**config.mk**
```make
export PLATFORM = sky130hd
export DESIGN_NAME = tiled_to_linear_pixel_address_flat
export DESIGN_NICKNAME = d
export VERILOG_FILES = /design/src/rtl/ttl_pkg.sv /design/src/rtl/ttl_in_if.sv /design/src/rtl/ttl_out_if.sv /design/src/rtl/ttl_cfg_if.sv /design/src/rtl/tiled_to_linear_pixel_address.sv /design/src/rtl/ttl_front.sv /design/src/rtl/ttl_queue.sv /design/src/rtl/ttl_back.sv /design/src/flat_wrapper.sv
export SDC_FILE = /design/constraint.sdc
export NUM_CORES = 1
export LEC_CHECK = 0
export BUFFER_PORTS_ARGS = -buffer_cell sky130_fd_sc_hd__buf_4
export CORE_MARGIN = 2
export CORE_UTILIZATION = 50
export CTS_BUF_LIST = sky130_fd_sc_hd__clkbuf_8
export CTS_CLUSTER_SIZE = 20
export DETAILED_ROUTE_END_ITERATION = 12
export GPL_TIMING_DRIVEN = 0
export PLACE_DENSITY = 0.67
export SLEW_MARGIN = 15
export SYNTH_ARGS = -nofsm -noshare
export SYNTH_HDL_FRONTEND = slang
export SYNTH_SLANG_ARGS = --single-unit
```
**constraint.sdc**
```tcl
create_clock -name clk -period 10.25 [get_ports clk]
set_input_delay 1.025 -clock clk [delete_from_list [all_inputs] [get_ports clk]]
set_output_delay 1.025 -clock clk [all_outputs]
set_load 0.01 [all_outputs]
```
**src/rtl/ttl_pkg.sv**
```systemverilog
// Shared types, constants and helpers for the tiled-to-linear pixel address block.
package ttl_pkg;

  localparam int COORD_BITS  = 12;
  localparam int PIXEL_BITS  = 32;
  localparam int WORD_BITS   = 11;
  localparam int COL_BITS    = 7;
  localparam int ROW_BITS    = 6;
  localparam int WIDTH_BITS  = 8;
  localparam int HEIGHT_BITS = 7;

  // x and y fit exactly in 12 bits before the coordinate mask
  localparam int GEOM_BITS = 12;
  localparam int CALC_BITS = (COORD_BITS > GEOM_BITS) ? COORD_BITS : GEOM_BITS;

  localparam int CFG_INDEX_BITS = 1;
  localparam int CFG_DATA_BITS  = 8;
  localparam logic [CFG_INDEX_BITS-1:0] REG_FRAME_WIDTH  = 1'b0;
  localparam logic [CFG_INDEX_BITS-1:0] REG_FRAME_HEIGHT = 1'b1;

  localparam logic [WIDTH_BITS-1:0]  MAX_WIDTH_TILES    = 8'd128;
  localparam logic [HEIGHT_BITS-1:0] MAX_HEIGHT_TILES   = 7'd64;
  localparam logic [WIDTH_BITS-1:0]  RESET_WIDTH_TILES  = 8'd40;
  localparam logic [HEIGHT_BITS-1:0] RESET_HEIGHT_TILES = 7'd12;
  localparam logic [WORD_BITS-1:0]   LAST_WORD_IN_TILE  = 11'd2047;

  localparam int QUEUE_DEPTH = 4;
  localparam int QPTR_BITS   = $clog2(QUEUE_DEPTH);
  localparam int QCNT_BITS   = $clog2(QUEUE_DEPTH + 1);

  typedef struct packed {
    logic [WIDTH_BITS-1:0]  width;
    logic [HEIGHT_BITS-1:0] height;
  } ttl_limits_t;

  typedef struct packed {
    logic [PIXEL_BITS-1:0] pixel;
    logic [WORD_BITS-1:0]  word_idx;
    logic [COL_BITS-1:0]   tile_col;
    logic [ROW_BITS-1:0]   tile_row;
    logic                  last;
  } ttl_entry_t;

  typedef struct packed {
    logic [WORD_BITS-1:0] word_in_tile;
    logic [COL_BITS-1:0]  tile_column;
    logic [ROW_BITS-1:0]  tile_row;
  } ttl_front_stat_t;

  function automatic logic [2:0] rev3(input logic [2:0] v);
    return {v[0], v[1], v[2]};
  endfunction

endpackage

```
**src/rtl/ttl_in_if.sv**
```systemverilog
// Input channel: tiled pixel words with frame start marker.
interface ttl_in_if;
  import ttl_pkg::*;
  logic                  valid;
  logic                  ready;
  logic [PIXEL_BITS-1:0] pixel_word;
  logic                  frame_start;
  modport source (output valid, output pixel_word, output frame_start, input ready);
  modport sink   (input valid, input pixel_word, input frame_start, output ready);
endinterface

```
**src/rtl/ttl_out_if.sv**
```systemverilog
// Output channel: pixel words tagged with linear coordinates.
interface ttl_out_if;
  import ttl_pkg::*;
  logic                  valid;
  logic                  ready;
  logic [PIXEL_BITS-1:0] pixel_out;
  logic [COORD_BITS-1:0] pos_x;
  logic [COORD_BITS-1:0] pos_y;
  logic                  frame_last;
  modport source (output valid, output pixel_out, output pos_x, output pos_y,
                  output frame_last, input ready);
  modport sink   (input valid, input pixel_out, input pos_x, input pos_y,
                  input frame_last, output ready);
endinterface

```
**src/rtl/ttl_cfg_if.sv**
```systemverilog
// Configuration write channel.
interface ttl_cfg_if;
  import ttl_pkg::*;
  logic                      valid;
  logic                      ready;
  logic [CFG_INDEX_BITS-1:0] index;
  logic [CFG_DATA_BITS-1:0]  data;
  modport source (output valid, output index, output data, input ready);
  modport sink   (input valid, input index, input data, output ready);
endinterface

```
**src/rtl/tiled_to_linear_pixel_address.sv**
```systemverilog
// Top level of the tiled-to-linear pixel address block.
// Takes one 32-bit pixel word per clock in tiled order, while the queue has
// room, and returns it tagged with its linear x,y position, one result per
// item, in order. Throughput is one item per cycle while the output is not
// stalled. An accepted item is written into the queue and from there loaded
// into the output register, where it is offered at the output.
// Output stalls fill the queue and then hold off the input.
// The front end holds the position counters, a four-entry queue decouples it
// from the back end that does the coordinate mapping and drives the output
// register. Frame size registers (index 0: width in 32-pixel tiles, index 1:
// height in 64-row tiles) clamp 0 to 1 and large values to 128 and 64, and
// should be written only while no items are in flight.
module tiled_to_linear_pixel_address (
  input logic      clk,
  input logic      rst,
  ttl_in_if.sink   pix_in,
  ttl_out_if.source pix_out,
  ttl_cfg_if.sink  cfg
);
  import ttl_pkg::*;

  logic [WIDTH_BITS-1:0]  frame_width_tiles;
  logic [HEIGHT_BITS-1:0] frame_height_tiles;
  ttl_limits_t            limits;
  ttl_front_stat_t        stat;

  logic       push_valid, push_ready;
  ttl_entry_t push_data;
  logic       pop_valid, pop_ready;
  ttl_entry_t pop_data;

  assign cfg.ready = 1'b1;

  always_ff @(posedge clk) begin
    if (rst) begin
      frame_width_tiles  <= RESET_WIDTH_TILES;
      frame_height_tiles <= RESET_HEIGHT_TILES;
    end else if (cfg.valid) begin
      unique case (cfg.index)
        REG_FRAME_WIDTH:  frame_width_tiles  <= cfg.data;
        REG_FRAME_HEIGHT: frame_height_tiles <= cfg.data[HEIGHT_BITS-1:0];
        default: ;
      endcase
    end
  end

  always_comb begin
    if (frame_width_tiles == '0) begin
      limits.width = WIDTH_BITS'(1);
    end else if (frame_width_tiles > MAX_WIDTH_TILES) begin
      limits.width = MAX_WIDTH_TILES;
    end else begin
      limits.width = frame_width_tiles;
    end
    if (frame_height_tiles == '0) begin
      limits.height = HEIGHT_BITS'(1);
    end else if (frame_height_tiles > MAX_HEIGHT_TILES) begin
      limits.height = MAX_HEIGHT_TILES;
    end else begin
      limits.height = frame_height_tiles;
    end
  end

  ttl_front u_front (
    .clk        (clk),
    .rst        (rst),
    .pix_in     (pix_in),
    .limits     (limits),
    .push_valid (push_valid),
    .push_ready (push_ready),
    .push_data  (push_data),
    .stat       (stat)
  );

  ttl_queue u_queue (
    .clk        (clk),
    .rst        (rst),
    .push_valid (push_valid),
    .push_ready (push_ready),
    .push_data  (push_data),
    .pop_valid  (pop_valid),
    .pop_ready  (pop_ready),
    .pop_data   (pop_data)
  );

  ttl_back u_back (
    .clk       (clk),
    .rst       (rst),
    .pop_valid (pop_valid),
    .pop_ready (pop_ready),
    .pop_data  (pop_data),
    .pix_out   (pix_out)
  );

  // the last word of a frame is always the bottom-right word of a micro tile
  a_last_corner: assert property (@(posedge clk) disable iff (rst)
    (pix_out.valid && pix_out.frame_last) |->
      (pix_out.pos_x[2:0] == 3'd7 && pix_out.pos_y[2:0] == 3'd7))
    else $error("frame_last on a word that is not a micro tile corner");

  // a flagged last item wraps every counter back to the frame origin
  a_wrap_origin: assert property (@(posedge clk) disable iff (rst)
    (push_valid && push_ready && push_data.last) |=>
      (stat.word_in_tile == '0 && stat.tile_column == '0 && stat.tile_row == '0))
    else $error("counters did not wrap after the last word of a frame");

  // an empty output register is refilled at once from a non-empty queue
  a_back_drains: assert property (@(posedge clk) disable iff (rst)
    (pop_valid && !pix_out.valid) |=> pix_out.valid)
    else $error("back end idled with items queued");

endmodule

```
**src/rtl/ttl_front.sv**
```systemverilog
// Front end: position counters and per-item classification.
module ttl_front (
  input  logic                     clk,
  input  logic                     rst,
  ttl_in_if.sink                   pix_in,
  input  ttl_pkg::ttl_limits_t     limits,
  output logic                     push_valid,
  input  logic                     push_ready,
  output ttl_pkg::ttl_entry_t      push_data,
  output ttl_pkg::ttl_front_stat_t stat
);
  import ttl_pkg::*;

  logic [WORD_BITS-1:0] word_in_tile, word_in_tile_next;
  logic [COL_BITS-1:0]  tile_column, tile_column_next;
  logic [ROW_BITS-1:0]  tile_row, tile_row_next;

  logic [WORD_BITS-1:0] base_word;
  logic [COL_BITS-1:0]  base_col;
  logic [ROW_BITS-1:0]  base_row;
  logic                 last_word, last_col, last_row;
  logic                 accept;

  assign pix_in.ready = push_ready;
  assign push_valid   = pix_in.valid;
  assign accept       = pix_in.valid && push_ready;

  always_comb begin
    // frame start restarts the counters before this item is placed
    if (pix_in.frame_start) begin
      base_word = '0;
      base_col  = '0;
      base_row  = '0;
    end else begin
      base_word = word_in_tile;
      base_col  = tile_column;
      base_row  = tile_row;
    end
    last_word = (base_word == LAST_WORD_IN_TILE);
    last_col  = ({1'b0, base_col} + WIDTH_BITS'(1)) >= limits.width;
    last_row  = ({1'b0, base_row} + HEIGHT_BITS'(1)) >= limits.height;

    word_in_tile_next = base_word + WORD_BITS'(1);
    tile_column_next  = base_col;
    tile_row_next     = base_row;
    if (last_word) begin
      word_in_tile_next = '0;
      if (!last_col) begin
        tile_column_next = base_col + COL_BITS'(1);
      end else begin
        tile_column_next = '0;
        tile_row_next    = last_row ? '0 : base_row + ROW_BITS'(1);
      end
    end
  end

  assign push_data.pixel    = pix_in.pixel_word;
  assign push_data.word_idx = base_word;
  assign push_data.tile_col = base_col;
  assign push_data.tile_row = base_row;
  assign push_data.last     = last_word && last_col && last_row;

  assign stat.word_in_tile = word_in_tile;
  assign stat.tile_column  = tile_column;
  assign stat.tile_row     = tile_row;

  always_ff @(posedge clk) begin
    if (rst) begin
      word_in_tile <= '0;
      tile_column  <= '0;
      tile_row     <= '0;
    end else if (accept) begin
      word_in_tile <= word_in_tile_next;
      tile_column  <= tile_column_next;
      tile_row     <= tile_row_next;
    end
  end

endmodule

```
**src/rtl/ttl_queue.sv**
```systemverilog
// Short queue between the front and back ends.
module ttl_queue (
  input  logic                clk,
  input  logic                rst,
  input  logic                push_valid,
  output logic                push_ready,
  input  ttl_pkg::ttl_entry_t push_data,
  output logic                pop_valid,
  input  logic                pop_ready,
  output ttl_pkg::ttl_entry_t pop_data
);
  import ttl_pkg::*;

  ttl_entry_t            slots [QUEUE_DEPTH];
  logic [QPTR_BITS-1:0]  wr_ptr;
  logic [QPTR_BITS-1:0]  rd_ptr;
  logic [QCNT_BITS-1:0]  count;
  logic                  do_push, do_pop;

  assign push_ready = (count != QCNT_BITS'(QUEUE_DEPTH));
  assign pop_valid  = (count != '0);
  assign pop_data   = slots[rd_ptr];
  assign do_push    = push_valid && push_ready;
  assign do_pop     = pop_valid && pop_ready;

  always_ff @(posedge clk) begin
    if (do_push) begin
      slots[wr_ptr] <= push_data;
    end
  end

  always_ff @(posedge clk) begin
    if (rst) begin
      wr_ptr <= '0;
      rd_ptr <= '0;
      count  <= '0;
    end else begin
      if (do_push) begin
        wr_ptr <= wr_ptr + QPTR_BITS'(1);
      end
      if (do_pop) begin
        rd_ptr <= rd_ptr + QPTR_BITS'(1);
      end
      if (do_push && !do_pop) begin
        count <= count + QCNT_BITS'(1);
      end else if (do_pop && !do_push) begin
        count <= count - QCNT_BITS'(1);
      end
    end
  end

endmodule

```
**src/rtl/ttl_back.sv**
```systemverilog
// Back end: maps tile position to linear x,y and holds the output register.
module ttl_back (
  input  logic                clk,
  input  logic                rst,
  input  logic                pop_valid,
  output logic                pop_ready,
  input  ttl_pkg::ttl_entry_t pop_data,
  ttl_out_if.source           pix_out
);
  import ttl_pkg::*;

  logic [4:0]           micro_idx;
  logic [5:0]           micro_word;
  logic [2:0]           in_row, in_col;
  logic [2:0]           micro_row, placed_row;
  logic [1:0]           flip, micro_col;
  logic [GEOM_BITS-1:0] x_geom, y_geom;
  logic [CALC_BITS-1:0] x_full, y_full;

  logic                  out_valid;
  logic [PIXEL_BITS-1:0] pixel_q;
  logic [COORD_BITS-1:0] pos_x_q, pos_y_q;
  logic                  last_q;

  always_comb begin
    micro_idx  = pop_data.word_idx[10:6];
    micro_word = pop_data.word_idx[5:0];
    in_row     = {micro_word[5:4], micro_word[2]};
    in_col     = {micro_word[3], micro_word[1:0]};
    micro_row  = micro_idx[4:2];
    // odd tile rows swap column pairs; micro tiles placed on odd rows swap neighbours
    flip       = {pop_data.tile_row[0], micro_row[2]};
    micro_col  = micro_idx[1:0] ^ flip;
    placed_row = rev3(micro_row ^ {1'b0, pop_data.tile_col[1:0]}
                      ^ {2'b00, pop_data.tile_row[0]});
    x_geom     = {pop_data.tile_col, micro_col, in_col};
    y_geom     = {pop_data.tile_row, placed_row, in_row};
    x_full     = CALC_BITS'(x_geom);
    y_full     = CALC_BITS'(y_geom);
  end

  assign pop_ready = !out_valid || pix_out.ready;

  always_ff @(posedge clk) begin
    if (rst) begin
      out_valid <= 1'b0;
    end else if (pop_ready) begin
      out_valid <= pop_valid;
    end
  end

  always_ff @(posedge clk) begin
    if (pop_ready && pop_valid) begin
      pixel_q <= pop_data.pixel;
      pos_x_q <= x_full[COORD_BITS-1:0];
      pos_y_q <= y_full[COORD_BITS-1:0];
      last_q  <= pop_data.last;
    end
  end

  assign pix_out.valid      = out_valid;
  assign pix_out.pixel_out  = pixel_q;
  assign pix_out.pos_x      = pos_x_q;
  assign pix_out.pos_y      = pos_y_q;
  assign pix_out.frame_last = last_q;

endmodule
```
**src/flat_wrapper.sv**
```systemverilog
// flat-port wrapper written by rule: the top's interface ports become plain ports
module tiled_to_linear_pixel_address_flat import ttl_pkg::*;
  (clk, rst, pix_in_valid, pix_in_pixel_word, pix_in_frame_start, pix_in_ready, pix_out_valid, pix_out_pixel_out, pix_out_pos_x, pix_out_pos_y, pix_out_frame_last, pix_out_ready, cfg_valid, cfg_index, cfg_data, cfg_ready);
  ttl_in_if pix_in_i ();
  ttl_out_if pix_out_i ();
  ttl_cfg_if cfg_i ();
  input logic clk;
  input logic rst;
  input wire logic [$bits(pix_in_i.valid)-1:0] pix_in_valid;
  input wire logic [$bits(pix_in_i.pixel_word)-1:0] pix_in_pixel_word;
  input wire logic [$bits(pix_in_i.frame_start)-1:0] pix_in_frame_start;
  output wire logic [$bits(pix_in_i.ready)-1:0] pix_in_ready;
  output wire logic [$bits(pix_out_i.valid)-1:0] pix_out_valid;
  output wire logic [$bits(pix_out_i.pixel_out)-1:0] pix_out_pixel_out;
  output wire logic [$bits(pix_out_i.pos_x)-1:0] pix_out_pos_x;
  output wire logic [$bits(pix_out_i.pos_y)-1:0] pix_out_pos_y;
  output wire logic [$bits(pix_out_i.frame_last)-1:0] pix_out_frame_last;
  input wire logic [$bits(pix_out_i.ready)-1:0] pix_out_ready;
  input wire logic [$bits(cfg_i.valid)-1:0] cfg_valid;
  input wire logic [$bits(cfg_i.index)-1:0] cfg_index;
  input wire logic [$bits(cfg_i.data)-1:0] cfg_data;
  output wire logic [$bits(cfg_i.ready)-1:0] cfg_ready;
  assign pix_in_i.valid = pix_in_valid;
  assign pix_in_i.pixel_word = pix_in_pixel_word;
  assign pix_in_i.frame_start = pix_in_frame_start;
  assign pix_in_ready = pix_in_i.ready;
  assign pix_out_valid = pix_out_i.valid;
  assign pix_out_pixel_out = pix_out_i.pixel_out;
  assign pix_out_pos_x = pix_out_i.pos_x;
  assign pix_out_pos_y = pix_out_i.pos_y;
  assign pix_out_frame_last = pix_out_i.frame_last;
  assign pix_out_i.ready = pix_out_ready;
  assign cfg_i.valid = cfg_valid;
  assign cfg_i.index = cfg_index;
  assign cfg_i.data = cfg_data;
  assign cfg_ready = cfg_i.ready;
  tiled_to_linear_pixel_address u_core (.clk(clk), .rst(rst), .pix_in(pix_in_i), .pix_out(pix_out_i), .cfg(cfg_i));
endmodule
```
==> results by group, run 1 <==
CTS
  – Clock sink count: 334
  – Hold buffer count at cts: 0
  – Htree depth: 2
  – Post-CTS Setup Bufs: 0
  – Post_cts resized: 0
  – Clock Path Buffers: 3
  – Clk root buf: clkbuf_8
  – CTS tree: yes
  – Worst-skew pair later-pin latency: roughly 580 ps
  – TritonCTS Buffers: 52
  – Worst-path clk slew: approximately 60 ps

Logic synthesis
  – Synth area leader: edfxtp_1
  – Synth cell types: 53
  – Yosys reg bits: about 330
  – EDFF count, synth: between 200 and 300
  – Seq/Total Area, Yosys: around three quarters
  – Async SR Flop Fraction: 0%
  – Synth Cell Area: around 13,000 µm²
  – YS warnings: 0
  – Post-synth top area share: between 60% and 70%
  – Post-synth top cells: edfxtp_1 (285), mux4_2 (57), nand2_1 (56)
  – Main synth FF type: edfxtp_1
  – Largest cells by area after synthesis: edfxtp_1 (66%), mux4_2 (10%), dfxtp_1 (7.6%)
  – Post-Synthesis Cells: around 740
  – Top-count cell post-synth: edfxtp_1
  – Syn Area/Cell: approximately 17 µm²
  – Syn_nets: approximately 810

Critical path
  – Critical Path, Cell by Cell: buf_4 > buf_2 > clkbuf_1 > nor2b_1 > ha_1 > nand3_1 > xor2_1 > nor2_1 > ha_1 > a21o_1 > a211o_1 > o22a_1 > nor4_2 > mux2_2
  – Reg-to-Reg End: u_core.u_front.tile_row[0]
  – Critical path type: in -> reg
  – Most used cell, CP: ha_1
  – CP max FO: 10
  – Startpoint Class: input pin
  – Worst path bufs/invs: 3
  – Arrival time at the worst endpoint: 4640 ps
  – R2r startpoint: u_core.u_front.tile_row[0]
  – Kind of cell adding the most delay to the critical path: simple AND/OR/NAND/NOR gates
  – Slowest stage cell, crit path: nor2b_1
  – CP required: roughly 11,000 ps
  – R2R depth: 11
  – Reg2reg setup slack: between 6000 and 7000 ps
  – Crit path from: pix_in_frame_start
  – Crit path largest cell delay: between 500 and 600 ps
  – CP endpoint kind: flop

Routing
  – Routed Antenna Nets: 0
  – Routed vias/inst: ~5.5
  – # DRC: 0
  – WL/cell: just under 20 µm
  – Drt first pass iters: 5
  – Total Wirelength: 24.7 mm
  – Vias post-DR: between 7,000 and 8,000
  – 1st-iter DRT viols: 693

Placement
  – Routability congestion estimate: 0.827
  – Port buffer count: 102
  – Detailed Place HPWL: roughly 16 mm

Die
  – Die Ht: roughly 160 µm
  – Initial core utilization: between 50 and 60%
  – Core Box Area: about 25,000 µm²
  – Die Width: roughly 160 µm
  – Die area: around 27,000 µm²
  – Number of top-level pins: 107
  – Row cnt: a little under 60

Power
  – Leakage: between 5 and 6 nW
  – Worst VDD drop: 0.000126 V
  – Power density over the cells: around 250 nW/µm²

Final layout
  – Area Growth Syn to Fin: 18.4%
  – Nets: 977
  – Diode count: 0
  – Final core occ: between 60 and 70%
  – Share of cells above drive strength 1: a little over a quarter

STA
  – Relative max-transition margin: 54.3%
  – Minimum clock period: between 4000 and 5000 ps
  – Slew of the pin with the lowest slew margin: between 600 and 700 ps
  – Final hold vios: 0
  – Setup Skew: approximately 19 ps
  – Tcrit/Tclk final: between 40% and 50%
  – RSZ-0062 raised after global routing: no
  – Endpoints failing setup: 0
  – Slew Limit Fails: 0
  – Fmax: around 0.24 GHz
  – Final TNS setup: 0 ps

Run status
  – Outcome: completed

GRT
  – Total GRT Usage: 18.6%
  – Pin count of the biggest net entering global routing: 48
  – Initial antenna violation count: 0
  – GRT overflow: 0
  – Vias in the first global route: around 7,500
  – First-pass GRT wire length: between 30 and 40 mm

Worst hold path
  – Hold depth: 2
  – Hold Path End: u_core.frame_height_tiles[0]
  – Worst min path class: reg -> reg
  – Hold path start: u_core.frame_height_tiles[0]

Flow run
  – Max_cap viols: 0
==> state kept, by name (all words and copies together) (netlist names), 2 cells and up, named ones only <==
name and cells:
u_core.frame_height_tiles 7, u_core.frame_width_tiles 8, u_core.u_back.pix_out.pixel_out 32, u_core.u_back.pix_out.pos_x 12, u_core.u_back.pix_out.pos_y 12, u_core.u_front.tile_column 7
u_core.u_front.tile_row 6, u_core.u_front.word_in_tile 11, u_core.u_queue.count 3, u_core.u_queue.rd_ptr 2, u_core.u_queue.slots 228, u_core.u_queue.wr_ptr 2
==> worst max-delay path by stage <==
stage	end	depth (start not counted)
after floorplan	u_core.u_queue.count[2]	9
after CTS	u_core.u_front.tile_row[0]	15
after global placement	u_core.u_queue.count[2]	10
after detailed placement	u_core.u_front.tile_row[0]	15
final	u_core.u_front.tile_row[0]	14
after global routing	u_core.u_front.tile_column[5]	15
==> cell type report <==
type,instances,area [µm²]
inverter,15,56.3
sequential,334,9540
clock inverter,45,243
timing repair buffer,109,951
tap,330,413
multi-input combinational,362,3180
buffer,32,141
clock buffer,53,729
fill,1833,10000
==> cell usage in the layout, fill, tap and decap left out, types with 5 or more instances in the layout <==
| master | n |
|---|---|
| buf_16 | 6 |
| nor3_1 | 5 |
| buf_4 | 105 |
| mux4_2 | 57 |
| xor2_1 | 13 |
| buf_2 | 7 |
| clkinv_2 | 5 |
| nor2_1 | 30 |
| clkbuf_8 | 53 |
| nand2_1 | 56 |
| nand4_1 | 8 |
| nor2b_1 | 25 |
| clkbuf_1 | 19 |
| and3_1 | 8 |
| inv_1 | 31 |
| dfxtp_1 | 49 |
| xnor2_1 | 6 |
| clkinv_1 | 20 |
| o21ai_0 | 18 |
| ha_1 | 23 |
| edfxtp_1 | 285 |
| nand3_1 | 24 |
| a21oi_1 | 35 |
==> layer usage <==
layer  share of wire [%]  global-route usage (%)  routed length, µm  vias to the layer above
met5                   0                       0                  0                        -
li1                    -                       -                  -                     3245
met2                  50                    31.2              12300                      219
met4                 2.6                    7.27                629                        0
met1                  42                    23.9              10300                     3523
met3                 5.7                    3.97               1400                       50
==> stage by stage <==
step | setup slack, ps | power, W | cells | instance area (µm²) | hold WS [ps]
floorplan | 4960 | 0.00237 | 743 | 12900 | 436
global placement | 2710 | 0.00271 | 1175 | 14100 | 451
detailed placement | 5560 | 0.00277 | 1182 | 14300 | 458
CTS | 6160 | 0.00380 | 1280 | 15300 | 465
global route | 5810 | 0.00393 | 1280 | 15300 | 483
finish | 6120 | 0.00375 | 1280 | 15300 | 466
==> report_power, final <==
group	switching (W)	leakage (nW)	internal (W)
sequential	0.0000833	2.98	0.00178
combinational	0.000438	1.76	0.000423
clock	0.000495	0.558	0.000535
==> kinds of logic after synthesis <==
| kind of cell | count (synthesis) | share of synthesized area (%) |
|---|---|---|
| fa+ha+maj | 24 | 2.39 |
| xor+xnor | 19 | 1.29 |
| buf+inv | 47 | 1.53 |
| flops | 334 | 74.0 |
| other cells | 1 | 0.0291 |
| simple gates | 182 | 7.12 |
| compound gates | 77 | 3.51 |
| mux | 59 | 10.1 |
==> tightest hold or removal path, delay by kind of cell, from the launching register on <==
kind | cells | cell delay [ps]
compound gates | 1 | 50
simple gates | 1 | 50
flops | 1 | 310
No activity file was read; power rests on OpenSTA's default activity.
==> inputs of run 2 (changes only) <==
- PLACE_DENSITY: 0.67 -> 0.69
- clock period: 10.25 -> 3.3 ns (I/O delays scaled with it)
==> run 2 against run 1 <==
  * Total power grew to 3.1 times the previous value
  * First-iteration DRC count shrank 20%
  * Global-route usage fell by 0.60 points
  * Highest routed layer unchanged
  * Worst hold slack worse by 420 ps
  * Routed wire length down 4.2%
==> results by group, run 2 (same netlist as run 1, synthesis figures left out) <==
Run status
  – Outcome: completed

CTS
  – Worst-path clk slew: 50 ps (about the same)
  – Clock Path Buffers: 3 (unchanged)
  – Clock sink count: 334 (unchanged)
  – Worst-skew pair later-pin latency: 570 ps (about the same)
  – Htree depth: 2 (unchanged)
  – TritonCTS Buffers: 52 (unchanged)
  – Clk root buf: clkbuf_8
  – CTS tree: yes

Final layout
  – Diode count: 0 (unchanged)
  – Final core occ: 62.2% (+1.8 points)
  – Commonest non-fill, non-tap cell in the layout: edfxtp_1
  – Share of cells above drive strength 1: 26.2% (+0.061 points)
  – Multi-input gate area: 3250 µm² (+2.0%)
  – # fillers: 1,839 (+0.33%)
  – Area Growth Syn to Fin: 21.8%
  – Nets: 1,015 (+3.9%)
  – Most flops, register: u_core.u_queue.slots
  – Max reg flops: 228 (unchanged)
  – Most frequent cells in the layout: edfxtp_1 (285), buf_4 (107), mux4_2 (57)
  – Sequential standard cell area: 9540 µm² (unchanged)

Placement
  – Detailed Place HPWL: 14.7 mm (-7.3%)
  – Routability congestion estimate: 0.864 (+4.5%)
  – Port buffer count: 102 (unchanged)

Routing
  – Total Wirelength: 23.6 mm (-4.2%)
  – 1st-iter DRT viols: 552 (-20%)
  – Drt first pass iters: 5 (unchanged)
  – # DRC: 0 (unchanged)
  – Vias post-DR: 7,071 (+0.48%)
  – WL/cell: 18.0 µm (-6.8%)
  – Routed Antenna Nets: 0 (unchanged)
  – Routed vias/inst: 5.37 (-2.3%)

STA
  – Endpoints failing setup: 0 (unchanged)
  – Setup Skew: 13.4 ps (-5.51 ps)
  – Minimum clock period: about 3000 ps
  – Slew of the pin with the lowest slew margin: 639 ps (-45.7 ps)
  – Relative max-transition margin: 57.4% (+3.0 points)
  – Final hold vios: 0 (unchanged)
  – Fmax: 0.327 GHz
  – Final TNS setup: 0 ps (unchanged)
  – Slew Limit Fails: 0 (unchanged)
  – RSZ-0062 raised after global routing: no
  – WHS: 41.3 ps (-425 ps)
  – Tcrit/Tclk final: between 90% and 100%

Critical path
  – CP max FO: 7 (-3)
  – Startpoint Class: flop
  – Crit path largest cell delay: 380 ps (-190 ps)
  – Most used cell, CP: ha_1
  – Critical Path, Cell by Cell: nor2b_2 > ha_1 > and3_1 > nand3_1 > xor2_1 > nor2_1 > ha_1 > nand4_1 > a31oi_4 > o21ai_4 > a31o_2 > mux2_2
  – Slowest stage cell, crit path: dfxtp_1
  – CP required: 3740 ps (-7020 ps)
  – Arrival time at the worst endpoint: 3500 ps (-1140 ps)
  – R2R depth: 12 (+1)
  – CP endpoint kind: flop
  – Critical path type: reg -> reg
  – Reg-to-Reg End: u_core.u_front.tile_row[0]
  – Reg2reg setup slack: 240 ps (-6580 ps)
  – R2r startpoint: u_core.u_front.tile_column[1]

Worst hold path
  – Hold path start: cfg_data[0]
  – Worst min path class: in -> reg
  – Hold depth: 3 (+1)
  – Hold Path End: u_core.frame_width_tiles[0]

Die
  – Number of top-level pins: 107 (unchanged)
  – Row cnt: 58 (unchanged)
  – Initial core utilization: 51.0% (unchanged)
  – Die area: 27,100 µm² (unchanged)
  – Core Box Area: 25,300 µm² (unchanged)
  – Die Width: 165 µm (unchanged)
  – Die Ht: 165 µm (unchanged)

Power
  – Worst VDD drop: 0.000388 V (+210%)
  – Leakage: 5.49 nW (+3.6%)
  – Power density over the cells: 741 nW/µm² (+200%)

GRT
  – Pin count of the biggest net entering global routing: 48 (unchanged)
  – Initial antenna violation count: 0 (unchanged)
  – GRT overflow: 0 (unchanged)
  – Vias in the first global route: 7,289 (-2.2%)
  – First-pass GRT wire length: 37.8 mm (-2.3%)
  – Total GRT Usage: 18.0% (-0.60 points)

Flow run
  – Max_cap viols: 0 (unchanged)
## run 2: cell types whose count changed in the layout (fill, tap and decap cells not counted), moves of 2 or more
cell           before  now
dlygate4sd3_1       0   38
clkinv_1           20   12
inv_1              31   36
nor2b_1            25   21
buf_4             105  107
clkbuf_1           19   17
nor2b_2             0    2
nor2b_4             0    2
## run 2: layout make-up
class / instances / share of cell area (%)
Inverter: 15 / 0.359
Clock inverter: 42 / 1.47
Multi-Input combinational cell: 362 / 20.7
Clock buffer: 54 / 4.73
Timing Repair Buffer: 149 / 8.53
Sequential cell: 334 / 60.7
Tap cell: 330 / 2.63
Buffer: 30 / 0.853
## run 2: critical path, delay by kind of cell, from the launching register on
| kind | cells | cell delay, ps |
|---|---|---|
| XOR/XNOR | 1 | 170 |
| flip-flops | 1 | 380 |
| multiplexers | 1 | 260 |
| AND/OR/NAND/NOR | 5 | 830 |
| AO/OA/AOI/OAI | 3 | 690 |
| adder cells (fa/ha/maj) | 2 | 630 |
## run 2: repair_timing
action                                  4_1_cts  5_1_grt
hold buffers                                 38        0
endpoints found under the hold margin       135        0
pin swaps                                     0        0
endpoints found under the setup margin       16       18
gates resized for setup                       2       12
buffers inserted                              0        2
## run 2: routing by layer
| layer | share of wire (%) | track usage (%) |
|---|---|---|
| met1 | 44 | 24.0 |
| met2 | 49 | 30.0 |
| met3 | 5.6 | 3.62 |
| met4 | 1.7 | 5.93 |
| met5 | 0 | 0 |
## run 2: per-stage QoR
| step | total power [W] | cell area (µm²) | setup slack (ps) | instances |
|---|---|---|---|---|
| 6_report | 0.0116 | 15700 | 240 | 1316 |
| 3_3_place_gp | 0.00839 | 14100 | -670 | 1175 |
| 4_1_cts | 0.0118 | 15600 | 1.91 | 1315 |
| 2_1_floorplan | 0.00732 | 12900 | 171 | 743 |
| 3_5_place_dp | 0.00855 | 14300 | -733 | 1182 |
| 5_1_grt | 0.0122 | 15700 | 42.9 | 1316 |
## run 2: worst max-delay path by stage
stage | cells after the start | startpoint | to
floorplan | 14 | pix_in_frame_start | u_core.u_front.tile_row[0]
global route | 12 | u_core.u_front.tile_column[1] | u_core.u_front.tile_row[1]
global placement | 15 | pix_in_frame_start | u_core.u_front.tile_column[5]
CTS | 12 | u_core.u_front.tile_column[1] | u_core.u_front.tile_column[5]
detailed placement | 15 | pix_in_frame_start | u_core.u_front.tile_column[5]
finish | 12 | u_core.u_front.tile_column[1] | u_core.u_front.tile_row[0]
## run 2: power breakdown
part	switching, W	internal [W]
Combinational	0.00133	0.00134
Clock	0.00151	0.00168
Sequential	0.000245	0.00553
